$ cat src/hdl/pmst_pkg.sv
// Package for the dense Prim spanning tree block: sequencer states, fixed port widths
// and the control struct for the shared select unit. No dependencies.
package pmst_pkg;

  localparam int unsigned CfgBits    = 4;
  localparam int unsigned VertexBits = 3;
  localparam int unsigned WeightBits = 16;

  typedef enum logic [2:0] {
    ST_IDLE,
    ST_INIT,
    ST_PICK,
    ST_RELAX,
    ST_OPAR,
    ST_OADJ,
    ST_OLOAD
  } state_e;

  typedef struct packed {
    logic clr;
    logic en;
    logic relax;
  } sel_ctrl_t;

endpackage

$ cat src/hdl/pmst_in_if.sv
// Input channel of the spanning tree block: one adjacency matrix entry per transaction.
// Depends on pmst_pkg for the field widths.
interface pmst_in_if import pmst_pkg::*; ();
  logic                  valid;
  logic                  ready;
  logic [VertexBits-1:0] row;
  logic [VertexBits-1:0] col;
  logic [WeightBits-1:0] weight;
  logic                  last_entry;

  modport source (output valid, row, col, weight, last_entry, input ready);
  modport sink   (input valid, row, col, weight, last_entry, output ready);
endinterface

$ cat src/hdl/pmst_out_if.sv
// Output channel of the spanning tree block: one tree edge per transaction.
// Depends on pmst_pkg for the field widths.
interface pmst_out_if import pmst_pkg::*; ();
  logic                  valid;
  logic                  ready;
  logic [VertexBits-1:0] parent_vertex;
  logic [VertexBits-1:0] child_vertex;
  logic [WeightBits-1:0] edge_weight;
  logic                  unreachable;
  logic                  last_edge;

  modport source (output valid, parent_vertex, child_vertex, edge_weight, unreachable,
                  last_edge, input ready);
  modport sink   (input valid, parent_vertex, child_vertex, edge_weight, unreachable,
                  last_edge, output ready);
endinterface

$ cat src/hdl/prim_mst_adjacency_matrix.sv
// Dense Prim minimum spanning tree over an adjacency matrix loaded entry by entry.
// Depends on pmst_pkg, pmst_in_if, pmst_out_if and pmst_sel_unit.
//
// Usage:
//   in_i carries one matrix entry (row, col, weight, last_entry) per transaction.
//   Entries are taken one per cycle while the block is idle; weight zero means no edge.
//   The entry flagged last_entry starts the tree build over the first n vertices,
//   n = active_vertices clamped to 2 .. MAX_VERTICES, written through cfg_we_i/cfg_wdata_i
//   while the block is idle (reset value 8).
//   out_o then delivers one edge per child vertex 1 .. n-1 in ascending order; an
//   unreachable child is flagged with parent and weight zero; last_edge marks child n-1.
// Sequence and throughput:
//   One setup step, then up to n-1 rounds of a pick scan and a relax scan over the n
//   vertices each, then the steps OPAR, OADJ and OLOAD per result edge. The build is
//   paced by the single shared compare unit visiting one vertex per cycle over one
//   read port per memory.
//   in_i is not ready during the build and result phase.
// Reset and stall:
//   Reset returns the sequencer to idle and drops any pending result; the matrix
//   memory is not cleared. When out_o stalls, the result register holds and the
//   sequencer waits; after the last edge is registered the block accepts entries again.
module prim_mst_adjacency_matrix import pmst_pkg::*; #(
  parameter int unsigned MAX_VERTICES = 8,
  parameter int unsigned WEIGHT_BITS  = 16
) (
  input  logic               clk_i,
  input  logic               rst_ni,
  input  logic               cfg_we_i,
  input  logic [CfgBits-1:0] cfg_wdata_i,
  pmst_in_if.sink            in_i,
  pmst_out_if.source         out_o
);

  localparam int unsigned VW     = $clog2(MAX_VERTICES);
  localparam int unsigned NW     = $clog2(MAX_VERTICES + 1);
  localparam int unsigned KW     = WEIGHT_BITS + 1;
  localparam int unsigned AW     = 2 * VW;
  localparam int unsigned ADEPTH = 1 << AW;

  state_e state_q, state_d;

  logic [CfgBits-1:0]      cfg_q;
  logic [NW-1:0]           n_q, n_d;
  logic [NW-1:0]           round_q, round_d;
  logic [NW-1:0]           iss_q, iss_d;
  logic                    rd_vld_q, rd_vld_d;
  logic [VW-1:0]           rd_idx_q, rd_idx_d;
  logic [VW-1:0]           u_q, u_d;
  logic [MAX_VERTICES-1:0] in_tree_q, in_tree_d;
  logic [MAX_VERTICES-1:0] key_vld_q, key_vld_d;

  logic [WEIGHT_BITS-1:0] adj_mem [ADEPTH];
  logic [WEIGHT_BITS-1:0] adj_rdata_q;
  logic                   adj_we, adj_re;
  logic [AW-1:0]          adj_waddr, adj_raddr;

  logic [KW-1:0] key_mem [MAX_VERTICES];
  logic [KW-1:0] key_rdata_q, key_wdata;
  logic          key_we, key_re;
  logic [VW-1:0] key_waddr;

  logic [VW-1:0] par_mem [MAX_VERTICES];
  logic [VW-1:0] par_rdata_q;
  logic          par_we, par_re;

  logic                  out_vld_q, out_vld_d;
  logic [VertexBits-1:0] out_par_q, out_child_q;
  logic [WeightBits-1:0] out_w_q;
  logic                  out_unr_q, out_last_q;

  logic          in_acc, row_ok, col_ok;
  logic          scan_done, last_round, last_v, load, reached;
  logic [KW-1:0] key_eff;
  sel_ctrl_t     sel_ctrl;
  logic          found, upd;
  logic [VW-1:0] pick_idx;

  assign in_i.ready = (state_q == ST_IDLE);
  assign in_acc     = in_i.valid && in_i.ready;
  assign row_ok     = int'(in_i.row) < MAX_VERTICES;
  assign col_ok     = int'(in_i.col) < MAX_VERTICES;

  assign scan_done  = rd_vld_q && (NW'(rd_idx_q) == n_q - NW'(1));
  assign last_round = (round_q + NW'(1)) == (n_q - NW'(1));
  assign last_v     = iss_q == n_q - NW'(1);
  assign load       = (state_q == ST_OLOAD) && (!out_vld_q || out_o.ready);
  assign key_eff    = key_vld_q[rd_idx_q] ? key_rdata_q : '1;
  assign reached    = key_vld_q[iss_q[VW-1:0]];

  assign sel_ctrl.clr   = (state_q != ST_PICK);
  assign sel_ctrl.en    = rd_vld_q && ((state_q == ST_PICK) || (state_q == ST_RELAX));
  assign sel_ctrl.relax = (state_q == ST_RELAX);

  pmst_sel_unit #(
    .KW (KW),
    .VW (VW)
  ) u_sel (
    .clk_i      (clk_i),
    .rst_ni     (rst_ni),
    .ctrl_i     (sel_ctrl),
    .idx_i      (rd_idx_q),
    .key_i      (key_eff),
    .weight_i   (adj_rdata_q),
    .in_tree_i  (in_tree_q[rd_idx_q]),
    .found_o    (found),
    .pick_idx_o (pick_idx),
    .upd_o      (upd)
  );

  always_comb begin
    state_d = state_q;
    case (state_q)
      ST_IDLE: begin
        if (in_acc && in_i.last_entry) state_d = ST_INIT;
      end
      ST_INIT: state_d = ST_PICK;
      ST_PICK: begin
        if (scan_done) state_d = found ? ST_RELAX : ST_OPAR;
      end
      ST_RELAX: begin
        if (scan_done) state_d = last_round ? ST_OPAR : ST_PICK;
      end
      ST_OPAR: state_d = ST_OADJ;
      ST_OADJ: state_d = ST_OLOAD;
      ST_OLOAD: begin
        if (load) state_d = last_v ? ST_IDLE : ST_OPAR;
      end
      default: state_d = ST_IDLE;
    endcase
  end

  always_comb begin
    n_d       = n_q;
    round_d   = round_q;
    iss_d     = iss_q;
    rd_vld_d  = 1'b0;
    rd_idx_d  = rd_idx_q;
    u_d       = u_q;
    in_tree_d = in_tree_q;
    key_vld_d = key_vld_q;
    adj_we    = 1'b0;
    adj_waddr = {VW'(in_i.row), VW'(in_i.col)};
    adj_re    = 1'b0;
    adj_raddr = '0;
    key_we    = 1'b0;
    key_re    = 1'b0;
    key_waddr = rd_idx_q;
    key_wdata = KW'(adj_rdata_q);
    par_we    = 1'b0;
    par_re    = 1'b0;
    case (state_q)
      ST_IDLE: begin
        adj_we = in_acc && row_ok && col_ok;
      end
      ST_INIT: begin
        if (int'(cfg_q) < 2) begin
          n_d = NW'(2);
        end else if (int'(cfg_q) > MAX_VERTICES) begin
          n_d = NW'(MAX_VERTICES);
        end else begin
          n_d = NW'(cfg_q);
        end
        round_d      = '0;
        iss_d        = '0;
        in_tree_d    = '0;
        key_vld_d    = '0;
        key_vld_d[0] = 1'b1;
        key_we       = 1'b1;
        key_waddr    = '0;
        key_wdata    = '0;
      end
      ST_PICK, ST_RELAX: begin
        if (iss_q < n_q) begin
          key_re   = 1'b1;
          rd_vld_d = 1'b1;
          rd_idx_d = iss_q[VW-1:0];
          iss_d    = iss_q + NW'(1);
          if (state_q == ST_RELAX) begin
            adj_re    = 1'b1;
            adj_raddr = {u_q, iss_q[VW-1:0]};
          end
        end
        if (state_q == ST_PICK) begin
          if (scan_done) begin
            if (found) begin
              iss_d               = '0;
              u_d                 = pick_idx;
              in_tree_d[pick_idx] = 1'b1;
            end else begin
              iss_d = NW'(1);
            end
          end
        end else begin
          if (upd) begin
            key_we              = 1'b1;
            par_we              = 1'b1;
            key_vld_d[rd_idx_q] = 1'b1;
          end
          if (scan_done) begin
            round_d = round_q + NW'(1);
            iss_d   = last_round ? NW'(1) : '0;
          end
        end
      end
      ST_OPAR: begin
        par_re = 1'b1;
      end
      ST_OADJ: begin
        adj_re    = 1'b1;
        adj_raddr = {iss_q[VW-1:0], par_rdata_q};
      end
      ST_OLOAD: begin
        if (load && !last_v) iss_d = iss_q + NW'(1);
      end
      default: begin
        iss_d = iss_q;
      end
    endcase
  end

  always_comb begin
    out_vld_d = out_vld_q;
    if (load) begin
      out_vld_d = 1'b1;
    end else if (out_o.ready) begin
      out_vld_d = 1'b0;
    end
  end

  always_ff @(posedge clk_i) begin
    if (adj_we) adj_mem[adj_waddr] <= WEIGHT_BITS'(in_i.weight);
    if (adj_re) adj_rdata_q <= adj_mem[adj_raddr];
  end

  always_ff @(posedge clk_i) begin
    if (key_we) key_mem[key_waddr] <= key_wdata;
    if (key_re) key_rdata_q <= key_mem[iss_q[VW-1:0]];
  end

  always_ff @(posedge clk_i) begin
    if (par_we) par_mem[rd_idx_q] <= u_q;
    if (par_re) par_rdata_q <= par_mem[iss_q[VW-1:0]];
  end

  always_ff @(posedge clk_i) begin
    if (load) begin
      out_par_q   <= reached ? VertexBits'(par_rdata_q) : '0;
      out_child_q <= VertexBits'(iss_q);
      out_w_q     <= reached ? WeightBits'(adj_rdata_q) : '0;
      out_unr_q   <= !reached;
      out_last_q  <= last_v;
    end
  end

  always_ff @(posedge clk_i or negedge rst_ni) begin
    if (!rst_ni) begin
      state_q   <= ST_IDLE;
      cfg_q     <= CfgBits'(8);
      n_q       <= NW'(2);
      round_q   <= '0;
      iss_q     <= '0;
      rd_vld_q  <= 1'b0;
      rd_idx_q  <= '0;
      u_q       <= '0;
      in_tree_q <= '0;
      key_vld_q <= '0;
      out_vld_q <= 1'b0;
    end else begin
      state_q   <= state_d;
      if (cfg_we_i) cfg_q <= cfg_wdata_i;
      n_q       <= n_d;
      round_q   <= round_d;
      iss_q     <= iss_d;
      rd_vld_q  <= rd_vld_d;
      rd_idx_q  <= rd_idx_d;
      u_q       <= u_d;
      in_tree_q <= in_tree_d;
      key_vld_q <= key_vld_d;
      out_vld_q <= out_vld_d;
    end
  end

  assign out_o.valid         = out_vld_q;
  assign out_o.parent_vertex = out_par_q;
  assign out_o.child_vertex  = out_child_q;
  assign out_o.edge_weight   = out_w_q;
  assign out_o.unreachable   = out_unr_q;
  assign out_o.last_edge     = out_last_q;

  a_tree_size: assert property (@(posedge clk_i) disable iff (!rst_ni)
    (state_q == ST_RELAX) |-> ($countones(in_tree_q) == int'(round_q) + 1))
    else $error("tree size does not match round count");

  a_root_key: assert property (@(posedge clk_i) disable iff (!rst_ni)
    ((state_q == ST_PICK) || (state_q == ST_RELAX)) |-> key_vld_q[0])
    else $error("root key lost during build");

  a_scan_range: assert property (@(posedge clk_i) disable iff (!rst_ni)
    rd_vld_q |-> (NW'(rd_idx_q) < n_q))
    else $error("scan index beyond vertex count");

  a_load_state: assert property (@(posedge clk_i) disable iff (!rst_ni)
    $rose(out_vld_q) |-> $past(state_q == ST_OLOAD))
    else $error("result loaded outside load step");

endmodule

$ cat src/hdl/pmst_sel_unit.sv
// Shared compare unit: tracks the minimum key during a pick scan and flags key updates
// during a relax scan. Depends on pmst_pkg for sel_ctrl_t.
module pmst_sel_unit import pmst_pkg::*; #(
  parameter int unsigned KW = 17,
  parameter int unsigned VW = 3
) (
  input  logic          clk_i,
  input  logic          rst_ni,
  input  sel_ctrl_t     ctrl_i,
  input  logic [VW-1:0] idx_i,
  input  logic [KW-1:0] key_i,
  input  logic [KW-2:0] weight_i,
  input  logic          in_tree_i,
  output logic          found_o,
  output logic [VW-1:0] pick_idx_o,
  output logic          upd_o
);

  logic [KW-1:0] best_q, best_d;
  logic [VW-1:0] idx_q, idx_d;
  logic          found_q, found_d;
  logic [KW-1:0] a_s, b_s;
  logic          lt, take;

  assign a_s  = ctrl_i.relax ? {1'b0, weight_i} : key_i;
  assign b_s  = ctrl_i.relax ? key_i : best_q;
  assign lt   = a_s < b_s;
  assign take = ctrl_i.en && !ctrl_i.relax && !in_tree_i && lt;

  assign upd_o = ctrl_i.en && ctrl_i.relax && (weight_i != '0) && !in_tree_i && lt;

  always_comb begin
    best_d  = take ? a_s : best_q;
    idx_d   = take ? idx_i : idx_q;
    found_d = take | found_q;
  end

  assign found_o    = found_d;
  assign pick_idx_o = idx_d;

  always_ff @(posedge clk_i or negedge rst_ni) begin
    if (!rst_ni) begin
      best_q  <= '1;
      idx_q   <= '0;
      found_q <= 1'b0;
    end else if (ctrl_i.clr) begin
      best_q  <= '1;
      idx_q   <= '0;
      found_q <= 1'b0;
    end else begin
      best_q  <= best_d;
      idx_q   <= idx_d;
      found_q <= found_d;
    end
  end

endmodule
$ cat src/flat_wrapper.sv
// flat-port wrapper written by rule: the top's interface ports become plain ports
module prim_mst_adjacency_matrix_flat import pmst_pkg::*;
#(
  parameter int unsigned MAX_VERTICES = 8,
  parameter int unsigned WEIGHT_BITS  = 16
)
  (clk_i, rst_ni, cfg_we_i, cfg_wdata_i, in_i_valid, in_i_row, in_i_col, in_i_weight, in_i_last_entry, in_i_ready, out_o_valid, out_o_parent_vertex, out_o_child_vertex, out_o_edge_weight, out_o_unreachable, out_o_last_edge, out_o_ready);
  pmst_in_if in_i_i ();
  pmst_out_if out_o_i ();
  input  logic clk_i;
  input  logic rst_ni;
  input  logic cfg_we_i;
  input  logic [CfgBits-1:0] cfg_wdata_i;
  input wire logic [$bits(in_i_i.valid)-1:0] in_i_valid;
  input wire logic [$bits(in_i_i.row)-1:0] in_i_row;
  input wire logic [$bits(in_i_i.col)-1:0] in_i_col;
  input wire logic [$bits(in_i_i.weight)-1:0] in_i_weight;
  input wire logic [$bits(in_i_i.last_entry)-1:0] in_i_last_entry;
  output wire logic [$bits(in_i_i.ready)-1:0] in_i_ready;
  output wire logic [$bits(out_o_i.valid)-1:0] out_o_valid;
  output wire logic [$bits(out_o_i.parent_vertex)-1:0] out_o_parent_vertex;
  output wire logic [$bits(out_o_i.child_vertex)-1:0] out_o_child_vertex;
  output wire logic [$bits(out_o_i.edge_weight)-1:0] out_o_edge_weight;
  output wire logic [$bits(out_o_i.unreachable)-1:0] out_o_unreachable;
  output wire logic [$bits(out_o_i.last_edge)-1:0] out_o_last_edge;
  input wire logic [$bits(out_o_i.ready)-1:0] out_o_ready;
  assign in_i_i.valid = in_i_valid;
  assign in_i_i.row = in_i_row;
  assign in_i_i.col = in_i_col;
  assign in_i_i.weight = in_i_weight;
  assign in_i_i.last_entry = in_i_last_entry;
  assign in_i_ready = in_i_i.ready;
  assign out_o_valid = out_o_i.valid;
  assign out_o_parent_vertex = out_o_i.parent_vertex;
  assign out_o_child_vertex = out_o_i.child_vertex;
  assign out_o_edge_weight = out_o_i.edge_weight;
  assign out_o_unreachable = out_o_i.unreachable;
  assign out_o_last_edge = out_o_i.last_edge;
  assign out_o_i.ready = out_o_ready;
  prim_mst_adjacency_matrix #(.MAX_VERTICES(MAX_VERTICES), .WEIGHT_BITS(WEIGHT_BITS)) u_core (.clk_i(clk_i), .rst_ni(rst_ni), .cfg_we_i(cfg_we_i), .cfg_wdata_i(cfg_wdata_i), .in_i(in_i_i), .out_o(out_o_i));
endmodule
$ cat config.mk
export PLATFORM = sky130hd
export DESIGN_NAME = prim_mst_adjacency_matrix_flat
export DESIGN_NICKNAME = d
export VERILOG_FILES = /design/src/hdl/pmst_pkg.sv /design/src/hdl/pmst_in_if.sv /design/src/hdl/pmst_out_if.sv /design/src/hdl/prim_mst_adjacency_matrix.sv /design/src/hdl/pmst_sel_unit.sv /design/src/flat_wrapper.sv
export SDC_FILE = /design/constraint.sdc
export NUM_CORES = 2
export LEC_CHECK = 0
export BUFFER_PORTS_ARGS = -buffer_cell sky130_fd_sc_hd__clkbuf_2
export CORE_UTILIZATION = 45
export CTS_CLUSTER_DIAMETER = 40
export DETAILED_ROUTE_END_ITERATION = 6
export SYNTH_ARGS = -nofsm -noshare
export SYNTH_HDL_FRONTEND = slang
export SYNTH_SLANG_ARGS = --single-unit
$ cat constraint.sdc
create_clock -name clk_i -period 5.2 [get_ports clk_i]
set_input_delay 0.78 -clock clk_i [delete_from_list [all_inputs] [get_ports clk_i]]
set_output_delay 0.78 -clock clk_i [all_outputs]
set_load 0.005 [all_outputs]
=== Yosys cells after proc, flatten, opt, wreduce, memory -nomap -nowiden ===
Memories as Yosys holds them, arrays and structs flattened. A register that Yosys moved wholly into a read port is not among the register bits.
Index checks and enable logic that the tools add are counted.

* Input port bits: 32
* Memories: 3
* Register bits after elaboration: 105
* Output and inout port bits: 26
* Logic and storage cells: 164
* Bits in writable memories: 1176

* Order comparisons: 9
* Equal/unequal tests: 20
* Mux-type cells: 70
* Bitwise logic cells: 3
* Reductions and logical operators: 36
* $add $sub $neg: 3

{| class="wikitable"
|+ Memory list
! memory !! words !! width !! rd ports !! clocked after Yosys merged registers in !! wr ports !! RTL line !! source
|-
| u_core.adj_mem || 64 || 16 || 1 || 1 || 1 || prim_mst_adjacency_matrix.sv:52 || <nowiki>logic [WEIGHT_BITS-1:0] adj_mem [ADEPTH];</nowiki>
|-
| u_core.key_mem || 8 || 16 || 1 || 1 || 1 || prim_mst_adjacency_matrix.sv:57 || <nowiki>logic [KW-1:0] key_mem [MAX_VERTICES];</nowiki>
|-
| u_core.par_mem || 8 || 3 || 1 || 1 || 1 || prim_mst_adjacency_matrix.sv:62 || <nowiki>logic [VW-1:0] par_mem [MAX_VERTICES];</nowiki>
|}

{| class="wikitable"
|+ Operators with widths
! operator !! count
|-
| two-way mux 17 bit || 5
|-
| two-way mux 8 bit || 5
|-
| two-way mux 4 bit || 9
|-
| case mux 8 bit (2 select lines) || 2
|-
| two-way mux 3 bit || 10
|-
| two-way mux 1 bit || 25
|-
| case mux 3 bit (7 select lines) || 1
|-
| < comparator 17 bit || 1
|-
| two-way mux 16 bit || 1
|-
| OR 8 bit || 2
|-
| nonzero test 16 bit || 1
|-
| logical AND 1 bit || 15
|-
| < comparator 3 x 4 -> 1 bit, second input constant || 3
|-
| two-way mux 6 bit || 2
|-
| inequality test 2 x 1 -> 1 bit, second input constant || 6
|-
| case mux 4 bit (3 select lines) || 1
|-
| case mux 6 bit (2 select lines) || 1
|-
| AND reduction 4 bit || 3
|-
| binary-select mux 1 bit (select 3 bit) || 3
|-
| == test 3 bit, second input constant || 3
|-
| adder 4 x 1 -> 4 bit, second input constant || 2
|-
| == test 4 bit || 2
|-
| inequality test 2 bit, second input constant || 4
|-
| case mux 4 bit (2 select lines) || 1
|-
| other kinds (20) || 33
|}

=== Depth between registers and ports, before layout ===
* Depth in word-level cells: 16
* Gate-level depth with buffers: 18
* Mapped depth without buffers: 14

=== Modules after synthesis ===
Synthesis repeated with hierarchy kept, for this count alone.

* Cells, all modules: 2913
* Area total of the unflattened synthesis: 51683.3 um2

{| class="wikitable"
|+ By module, submodules not included
! module !! sequential area each (um2) !! times used !! cells each !! area an instance (um2)
|-
| prim_mst_adjacency_matrix || 38164.1 || 1 || 2730 || 49902.9
|-
| pmst_sel_unit || 546.8 || 1 || 183 || 1780.5
|}

=== Worst setup path before layout ===
No wires, ideal clock.

* Kind: register to register
* Start point: register u_core.rd_idx_q[0]
* End point: memory u_core.key_mem[1][0] in the netlist's numbering, enable pin
* Stages on the path, launching flop included: 17
* Setup time: 0.390 ns
* Path slack: 0.505 ns
* Data arrival time: 4.304 ns
* Clock period less this slack: 4.695 ns
* Path buffers: 4
* Required time: 4.810 ns
* Cells stage by stage: dfrtp_1 > buf_6 > mux4_2 > mux2i_1 > clkbuf_1 > clkbuf_1 > nor2_1 > a21oi_1 > ha_1 > a21o_1 > a221oi_1 > o21ai_0 > o21a_2 > nor2_4 > and4_1 > buf_2 > nor2b_1

* Longest elaborated chain between the ends: 11
* Elaborated cells on any way between the ends: 17
* Classes of those cells: order compare: 1; mux: 13; reduce/logical: 3

{| class="wikitable"
|+ Ends and longest elaborated chain
! item !! RTL line !! source
|-
| start, declared || prim_mst_adjacency_matrix.sv:47 || <nowiki>logic [VW-1:0] rd_idx_q, rd_idx_d;</nowiki>
|-
| start signal, assigned || prim_mst_adjacency_matrix.sv:275 || <nowiki>rd_idx_q <= rd_idx_d;</nowiki>
|-
| binary-select mux 1 bit (select 3 bit) || prim_mst_adjacency_matrix.sv:87 || <nowiki>assign key_eff = key_vld_q[rd_idx_q] ? key_rdata_q : '1;</nowiki>
|-
| two-way mux 1 bit (implied by the code) || prim_mst_adjacency_matrix.sv:87 ||
|-
| two-way mux 17 bit || prim_mst_adjacency_matrix.sv:87 ||
|-
| two-way mux 17 bit, on equally long branches || pmst_sel_unit.sv:25, pmst_sel_unit.sv:26 ||
|-
| < comparator 17 bit || pmst_sel_unit.sv:27 || <nowiki>assign lt = a_s < b_s;</nowiki>
|-
| logical AND 1 bit || pmst_sel_unit.sv:30 || <nowiki>assign upd_o = ctrl_i.en && ctrl_i.relax && (weight_i != '0) && !in_tree_i && lt;</nowiki>
|-
| two-way mux 1 bit || prim_mst_adjacency_matrix.sv:194 || <nowiki>if (upd) begin</nowiki>
|-
| two-way mux 1 bit || prim_mst_adjacency_matrix.sv:183 || <nowiki>if (state_q == ST_PICK) begin</nowiki>
|-
| case mux 1 bit (2 select lines) || prim_mst_adjacency_matrix.sv:151 || <nowiki>case (state_q)</nowiki>
|-
| two-way mux 1 bit || prim_mst_adjacency_matrix.sv:236 || <nowiki>if (key_we) key_mem[key_waddr] <= key_wdata;</nowiki>
|-
| two-way mux 1 bit (implied by the code) || prim_mst_adjacency_matrix.sv:236 ||
|-
| end, declared || prim_mst_adjacency_matrix.sv:57 ||
|}

Several ways; a longest one is shown, not always the timed one. The select of a mux whose other input is x is not followed.

=== Worst setup path in the final report ===
* Start point: register u_core.rd_idx_q[1]
* End point: memory u_core.key_mem[0][3] in the netlist's numbering, enable pin

The elaborated chain is that of the path after synthesis.

==> run summary <==
status: finished clean
most frequent cells in the layout: 1235 x edfxtp_1, 753 x nand2_1, 393 x nand3_1
DR DRC count: 0
CP max stage cell: dfrtp_1
worst path bufs/invs: 4
crit-path cells: mux4_2, mux2i_2, buf_4, nor2_1, a21oi_1, ha_1, and4_1, a221oi_1, o21ai_0, o21a_2, nor2_4, buf_4, nand3_1, buf_4, o21ai_2, buf_4
critical path startpoint: u_core.rd_idx_q[1]
CP startpoint kind: flip-flop
Clock Sinks: 1299
total wire length: 141000 um
total track usage: 23.5%
ANT nets after route: 0
cell area after synthesis: 0.0530 mm^2
CTS clock-pin slew for the worst setup and hold paths: 60 ps
pin count of the biggest net entering global routing: 66
Top FF cell, synth: edfxtp_1
Synth Register Bits: 1299
maxcap violations: 0
Initial Util: 45.5%
vias per cell: 5.73
setup TNS: 0 ps
CP endpoint kind: flip-flop
Worst-Margin Slew: 1090 ps
Filler cells: 9512
final-report max-slew violation count: 0
cells after synthesis: 3703
Die Y: 345 um
syn_area_per_cell: 14.3 um^2
cell mode on critical path: buf_4
Power Density: 522 mW/mm^2
LEAKAGE: 21.9 nW
synth unique cells: 76
CTS Buffer Depth: 3
sequential-to-total area share from yosys stat: 73.1%
fin cells: 5523
critical path fanouts, max: 23
initial detailed-routing violation count: 3063
R2R Path Start: u_core.rd_idx_q[1]
RSZ-0062 raised after global routing: no
H-tree depth: 4
Post-DP HPWL: 86900 um
CTS tree: built
Die Wd: 345 um
Pwr Total: 31.8 mW
Fmax: 209 MHz
GR Overflow Total: 0
CP Data Arrival Time: 5240 ps
Hold Path Class: primary input to asynchronous set/reset pin
IO buf count: 57
pre-CTS setup slack: 440 ps
share of layout cells above drive strength 1: 15.0%
fin crit period: 4790 ps
clk_lat worst skew: 790 ps
post-cts repair resize count: 0
initial antenna violation count: 7
WS Path Type: flip-flop to flip-flop
Worst Skew: 30.4 ps
hold_buf cts: 0
I/O pin total: 58
postcts setup bufs: 0
Worst EP required: 5650 ps
die area: 0.119 mm^2
Top delay family on crit path: buffers and inverters
vias in the first global route: 30600
length of the first detailed-routing pass in iterations: 5
CP max stage delay: 590 ps
Root Driver: clkbuf_16
post-synth net total: 3758
setup violators final: 0
most common cell after layout, fill and taps aside: edfxtp_1
final hold viol count: 0
area grow syn2layout: 14.9%
routed len/inst: 25.5 um
Layout Nets: 3929
FFs w/ async S/R, synth: 4.93%
CORE AREA: 0.117 mm^2
number of flops mapped to enable cells by yosys: 1235
Setup WS post-layout: 410 ps
floorplan row count: 125
TritonCTS Buffers: 156
first-pass GRT wire length: 206000 um
VDD IR max: 0.000582 V
DR vias: 31700
period utilization: 92.1%
Max-slew headroom: 27.4%
Placed Cells: 5240
YS warnings: 0
gpl congestion: 0.866
cells in the mapped netlist (all sizes together) (23+ instances only):
| library cell | instances | area share (%) |
|---|---|---|
| edfxtp | 1235 | 70 |
| nand2 | 753 | 5.3 |
| nand3 | 393 | 3.7 |
| mux2i | 293 | 5.5 |
| nor2 | 164 | 1.2 |
| buf | 134 | 1.2 |
| clkbuf | 81 | 0.57 |
| a21oi | 79 | 0.75 |
| dfrtp | 45 | 2.1 |
| mux4 | 44 | 1.9 |
| a31oi | 34 | 0.40 |
| nor2b | 33 | 0.39 |
| o21ai | 30 | 0.30 |
| mux2 | 29 | 0.62 |
| ha | 23 | 0.54 |
layout make-up:
cell class	count	area [um^2]	share of cell area, %
flip-flops and latches	1299	38700	63.6
multi-input cells	2176	13400	21.9
clock buffers	183	4110	6.75
well taps	1524	1910	3.13
repair buffers	228	1740	2.86
clock inverters	97	998	1.64
inverters	13	48.8	0.0801
diodes	3	7.51	0.0123
cell families after synthesis:
| family | after synthesis | share of synthesized area (%) |
|---|---|---|
| muxes | 366 | 8.02 |
| buffers and inverters | 228 | 1.91 |
| AOI/OAI and AO/OA | 296 | 3.81 |
| DFF | 1299 | 73.1 |
| adders and majority gates | 23 | 0.543 |
| and+or+nand+nor | 1476 | 12.4 |
| xor gates and xnor gates | 15 | 0.248 |
where the power goes:
part	internal [mW]	total, mW	switching [mW]
combinational	2.91	8.23	5.32
clock	6.43	10.8	4.32
sequential	12.3	12.8	0.459
total	21.7	31.8	10.1
worst paths after layout:
path,slack [ps],depth (start not counted),to
setup / recovery,410,16,u_core.key_mem[0][3]
hold / removal,230,2,u_core.key_vld_q[1]
setup reg to reg,410,16,u_core.key_mem[0][3]
hold reg to reg,490,2,u_core.n_q[1]
max in group asynchronous,4350,2,u_core.iss_q[1]
min in group clk_i,250,3,u_core.cfg_q[3]
state kept, by name, indices dropped and copies added, names as in the netlist, 4 cells and up:
register / count
u_core.round_q: 4
u_core.cfg_q: 4
u_core.in_tree_q: 8
u_core.out_o.edge_weight: 16
u_core.key_rdata_q: 16
u_core.u_sel.best_q: 17
u_core.n_q: 4
u_core.key_mem: 128
u_core.par_mem: 24
u_core.key_vld_q: 8
u_core.iss_q: 4
u_core.adj_mem: 1024
u_core.adj_rdata_q: 16
layer usage:
layer / up-vias / part of all wire, % / track usage, %
met5: - / 0.041 / 0
met4: 10 / 3.5 / 9.65
met3: 248 / 6.8 / 3.90
met2: 1169 / 48 / 38.1
li1: 14200 / - / -
met1: 16000 / 42 / 31.7
stage by stage:
stage	util [%]	cell area [um^2]	hold slack (ps)
6_report	52.3	60900	227
5_1_grt	52.3	60900	249
4_1_cts	52.3	60900	221
3_5_place_dp	47.9	55800	484
3_3_place_gp	47.9	55800	480
2_1_floorplan	-	53000	451
Note: power is estimated with default switching activity, not from simulation.
